==> src/rtl/core/vml_pkg.sv <==
// Shared types and widths for the 2-D vector magnitude limiter.
// No dependencies; used by every module in rtl/core.
package vml_pkg;
	localparam int COMP_W = 16;
	localparam int LIM_W  = COMP_W - 1;
	localparam int MAG_W  = COMP_W;
	localparam int SQ_W   = 2 * COMP_W;
	localparam int WIDE_W = 64;
	localparam int QBITS  = COMP_W - 1;
	localparam int BIT_W  = 4;
	localparam logic ADDR_MAX_MAG = 1'b0;

	typedef struct packed {
		logic              vld;
		logic              lim_f;
		logic              nx;
		logic              ny;
		logic [COMP_W-1:0] in_x;
		logic [COMP_W-1:0] in_y;
		logic [SQ_W-1:0]   sq;
		logic [WIDE_W-1:0] ex;
		logic [WIDE_W-1:0] ey;
		logic [WIDE_W-1:0] px;
		logic [WIDE_W-1:0] py;
		logic [QBITS-1:0]  qx;
		logic [QBITS-1:0]  qy;
	} vml_item_t;
endpackage

==> src/rtl/core/vml_step.sv <==
// One restoring square-root-quotient bit for both components, registered.
// Depends on vml_pkg.
module vml_step (
	input  logic                      clk,
	input  logic                      arst_n,
	input  logic                      en,
	input  logic [vml_pkg::BIT_W-1:0] bpos,
	input  vml_pkg::vml_item_t        d,
	output vml_pkg::vml_item_t        q
);
	import vml_pkg::*;

	logic [WIDE_W-1:0] sqw, base, cx, cy, addp;
	logic [QBITS-1:0]  bmask;
	vml_item_t         nxt;
	logic              vld_s1;
	vml_item_t         item_s1;

	always_comb begin
		sqw   = WIDE_W'(d.sq);
		base  = sqw << {bpos, 1'b0};
		addp  = sqw << bpos;
		bmask = QBITS'(1) << bpos;
		// (q + 2^b)^2 * sq - q^2 * sq = 2^(b+1)*q*sq + 2^(2b)*sq
		cx    = (d.px << (bpos + 1'b1)) + base;
		cy    = (d.py << (bpos + 1'b1)) + base;
		nxt   = d;
		if (cx <= d.ex) begin
			nxt.ex = d.ex - cx;
			nxt.px = d.px + addp;
			nxt.qx = d.qx | bmask;
		end
		if (cy <= d.ey) begin
			nxt.ey = d.ey - cy;
			nxt.py = d.py + addp;
			nxt.qy = d.qy | bmask;
		end
	end

	always_ff @(posedge clk or negedge arst_n) begin
		if (!arst_n)
			vld_s1 <= 1'b0;
		else if (en)
			vld_s1 <= d.vld;
	end

	always_ff @(posedge clk) begin
		if (en)
			item_s1 <= nxt;
	end

	always_comb begin
		q     = item_s1;
		q.vld = vld_s1;
	end
endmodule

==> config.mk <==
export PLATFORM = sky130hd
export DESIGN_NAME = vml_step
export DESIGN_NICKNAME = d
export VERILOG_FILES = /design/src/rtl/core/vml_pkg.sv /design/src/rtl/core/vml_step.sv
export SDC_FILE = /design/constraint.sdc
export NUM_CORES = 2
export LEC_CHECK = 0
export BUFFER_PORTS_ARGS = -buffer_cell sky130_fd_sc_hd__buf_2
export CORE_ASPECT_RATIO = 2
export CORE_MARGIN = 3
export CORE_UTILIZATION = 55
export CTS_BUF_LIST = sky130_fd_sc_hd__clkbuf_16
export CTS_CLUSTER_DIAMETER = 200
export DETAILED_ROUTE_END_ITERATION = 10
export PLACE_DENSITY = 0.78
export RECOVER_POWER = 50
export SYNTH_ARGS = -nofsm -noshare
export SYNTH_HDL_FRONTEND = slang
export SYNTH_SLANG_ARGS = --single-unit
==> constraint.sdc <==
create_clock -name clk -period 1.3 [get_ports clk]
set_clock_uncertainty 0.05 [all_clocks]
set_input_delay 0.195 -clock clk [delete_from_list [all_inputs] [get_ports clk]]
set_output_delay 0.195 -clock clk [all_outputs]
set_load 0.05 [all_outputs]
==> run metrics, run 1 <==
vias in the first global route=between 70k and 80k; ys async rst share=0.282%; grt ovf=394; FP Rows=143; syn_area_per_cell=8.18 um^2; num ports=715; Synth Instances=around 5.2k; clk sinks=354; TritonCTS Buffers=34; Root Buffer=clkbuf_16; sequential area share after synthesis=around a quarter; Port Buffers=714; routability cong.=between 1 and 1.5; dpl hpwl=176000 um; first-pass GRT wire length=around 460000 um; Netlist cell types=slightly above 90; Initial Util=55.9%; die width=203 um; Synth Cell Area=~43000 um^2; EDFF count, synth=353; post-synthesis register bit count=354; area of placed instances=62200 um^2; Fail Step=5_1_grt; htree depth=2; largest net degree at the start of global routing=between 70 and 80; Top FF cell, synth=edfxtp_1; clk buf depth=3; Err=[ERROR GRT-0116] Global routing finished with congestion. Check the congestion regions in the DRC Viewer.; yosys warns=0; die height=400 um; gr usage total=74.0%; status=stopped before the end; Syn Nets=5913
cells in the mapped netlist, types with 103 or more instances:
master	count	area, um^2
nand4_1	103	644
nor2_1	468	1760
a31oi_1	108	676
xnor2_1	236	2070
ha_1	331	4140
a21oi_1	547	2740
nand2_1	539	2020
mux2i_1	104	1040
edfxtp_1	353	10600
clkbuf_1	247	927
a21o_1	299	2240
xor2_1	138	1210
inv_1	121	454
o21ai_0	426	2130
per-layer routing:
layer | overflow | global-route usage (%)
met5 | 1 | 13.6
met4 | 174 | 82.0
met3 | 7 | 53.2
met2 | 211 | 96.5
met1 | 1 | 69.7
logic make-up after synthesis:
group                      share of synthesized area, %
DFF                                                24.9
muxes                                              9.25
AOI/OAI and AO/OA                                  26.8
adders and majority gates                          10.2
xor gates and xnor gates                           7.67
and+or+nand+nor                                    17.1
other                                           0.00879
buffers and inverters                              4.07
per-stage QoR:
step           hold WS (ns)  std cells  setup slack (ns)  util (%)  TNS (ns)
4_1_cts            0.000332       9005             -5.42      89.0  -1563.55
3_5_place_dp        -0.0770       8619             -6.47      81.4  -1774.81
3_3_place_gp        -0.0801       8619             -6.27      81.4  -1722.47
2_1_floorplan        -0.151       5216             -6.97         -  -1896.47
repair_timing:
action | 4_1_cts
pin swaps | 79
setup endpoints to repair | 640
setup buffers | 69
endpoints found under the hold margin | 230
gates resized for setup | 289
hold buffers | 231
cloned | 25
==> inputs of run 2 (changes only) <==
--- a/config.mk
+++ b/config.mk
@@ -6,13 +6,10 @@
 export NUM_CORES = 2
 export LEC_CHECK = 0
 export BUFFER_PORTS_ARGS = -buffer_cell sky130_fd_sc_hd__buf_2
-export CORE_ASPECT_RATIO = 2
 export CORE_MARGIN = 3
-export CORE_UTILIZATION = 55
-export CTS_BUF_LIST = sky130_fd_sc_hd__clkbuf_16
-export CTS_CLUSTER_DIAMETER = 200
+export CORE_UTILIZATION = 40
 export DETAILED_ROUTE_END_ITERATION = 10
-export PLACE_DENSITY = 0.78
+export PLACE_DENSITY_LB_ADDON = 0.15
 export RECOVER_POWER = 50
 export SYNTH_ARGS = -nofsm -noshare
 export SYNTH_HDL_FRONTEND = slang
==> run 2 against run 1 <==
The flow now finishes, with violations (negative setup slack). Area after synthesis unchanged. Synthesized cell count unchanged.
==> run metrics, run 2 <==
status=complete, but fails checks; failing checks=negative setup slack; gr usage total=roughly 37%; final wirelength=218000 um; area of placed instances=62800 um^2; TritonCTS Buffers=41; met1 wire length=90800 um; Initial Util=40.4%; Initial DRT Pass Iterations=6; htree depth=2; Root Buffer=clkbuf_16; EDFF count, synth=353; Synth Instances=around 5.2k; final setup fails=between 900 and 1k; Iter 0 DRT Violations=5491; Clk pin slew, worst setup/hold paths=about 0.06 ns; max_cap viols=0; most common cell in the netlist=a21oi_1; Final period util=546%; Avg WL per Cell=~23 um; Leak=34.0 nW; antenna violations before repair=14; Synth Cell Area=42700 um^2; core area=106000 um^2; DRT antenna net count=0; Final Hold Viols=0; Post-synth top cells=a21oi_1, nand2_1, nor2_1; post-synthesis register bit count=354; routability cong.=1.00; first-pass GRT wire length=between 300000 and 400000 um; power density over the cells=1680 nW/um^2; Area growth, synth to finish=67.6%; ys async rst share=0.282%; die area=111000 um^2; FP Rows=between 100 and 150; Area contributors post-synth=edfxtp_1, ha_1, a21oi_1; grt ovf=0; setup ws final=-5.79 ns; die height=333 um; Max Fclk=141 MHz; ratio of routed vias to standard cells=5.69; fin. max-slew vios=0; crit path time final=7.09 ns; Slowest cell on crit path=mux4_2; metal3 WL=roughly 19000 um; DRC viols=0; Critical Path AT=approximately 7.5 ns; dpl hpwl=171000 um; dpl ws=-6.84 ns; layout cell share with drive strength beyond 1=43.9%; CTS tree=yes; Worst path max stage delay=0.51 ns; share of the synthesized area in the top cell type=24.8%; Syn Nets=5913; syn_area_per_cell=8.18 um^2; CP Capture Type=flop; clk_lat worst skew=between 0.6 and 0.7 ns; highest metal used=met5; num ports=715; clk sinks=354; commonest non-fill, non-tap cell in the layout=buf_4; crit path max fanout=7; WL met2=97800 um; Critical Path Most Common Cell=buf_8; relative slew slack=55.2%; vias in the first global route=around 53k; RSZ-0062 raised after global routing=true; commonest non-fill, non-tap cells in the layout=buf_4, buf_2, nand2_1, a21oi_1, nor2_1; Critical Path Start Type=input port; Netlist cell types=91; Critical Path RT=1.66 ns; fin area=71500 um^2; nets=8831; sequential area share after synthesis=between 20% and 30%; largest net degree at the start of global routing=84; yosys warns=0; Final TNS setup=-1697.09 ns; Port Buffers=714; measured slew at the worst slew-check pin=around 0.67 ns; crit path kind=input port to flop; Vias=54.5k; die width=333 um; number of flip-flops in the largest register=353; largest area contributor in the netlist=edfxtp_1; clk buf depth=3; HP Class=input port to flop; VDD IR max=1240 uV; Top FF cell, synth=edfxtp_1
run 2: critical path: cells and delay by family:
family / cells / cell delay (ns)
buffers and inverters: 14 / 1.62
adders and majority gates: 3 / 0.89
muxes: 1 / 0.51
xor gates and xnor gates: 1 / 0.09
and+or+nand+nor: 11 / 2.03
AOI/OAI and AO/OA: 12 / 2.09
run 2: area by class of cell:
cell class                      instances  area [um^2]
Inverter                              125          482
Clock buffer                           51         1120
Multi-Input combinational cell       4417        32800
Timing Repair Buffer                 3195        24500
Clock inverter                         24          181
Tap cell                             1391         1740
Fill cell                            8914        34000
Sequential cell                       354        10600
Antenna cell                           11         27.5
run 2: power by group:
group	leakage (nW)	switching (W)	internal [W]	total (W)
Combinational	29.9	0.0498	0.0419	0.0917
Clock	0.631	0.00511	0.00651	0.0116
Sequential	3.47	0.000758	0.0160	0.0167
Total	34.0	0.0556	0.0644	0.120
run 2: logic make-up (layout without fill, tap and decap cells):
| family | after synthesis | count (layout) | share of synthesized area (%) |
|---|---|---|---|
| mux | 276 | 276 | 9.25 |
| simple gates | 1579 | 1579 | 17.1 |
| flops | 354 | 354 | 24.9 |
| buf+inv | 445 | 3395 | 4.07 |
| other cells | 1 | 12 | 0.00879 |
| compound gates | 1840 | 1840 | 26.8 |
| xor+xnor | 374 | 374 | 7.67 |
| fa+ha+maj | 347 | 347 | 10.2 |
run 2: path summary, 6_finish.rpt:
path	endpoint	cells past startpoint	slack [ns]	from
max in group asynchronous	vld_s1	3	0.69	arst_n
worst max register to register	vld_s1	1	0.51	vld_s1
worst max-delay path	q[116]	42	-5.79	bpos[0]
worst min-delay path	q[159]	4	0.03	d[159]
min in group asynchronous	vld_s1	3	0.40	arst_n
worst min register to register	vld_s1	1	0.46	vld_s1
run 2: routing by layer:
layer | global-route usage [%] | vias up
met1 | 49.1 | 26100
met4 | 15.7 | 4
met3 | 7.34 | 531
met5 | 0 | -
met2 | 59.8 | 2520
li1 | - | 25300
run 2: repair_timing:
| action | in CTS | in global routing |
|---|---|---|
| resized for setup | 412 | 287 |
| endpoints found under the setup margin | 640 | 640 |
| hold buffers | 261 | 3 |
| buffers inserted | 116 | 54 |
| gates cloned | 31 | 6 |
| endpoints found under the hold margin | 268 | 3 |
| pin swaps | 108 | 102 |
run 2: metrics by stage:
step	utilization, %	hold WS (ns)	total power [W]	std cells
floorplan	-	-0.151	0.0615	5216
detailed placement	59.5	-0.0794	0.0957	9037
global placement	59.5	-0.0806	0.0952	9037
CTS	66.5	-0.00775	0.116	9516
finish	67.8	0.0271	0.120	9568
global route	67.7	0.0178	0.126	9561
(Power assumes the default switching activity.)
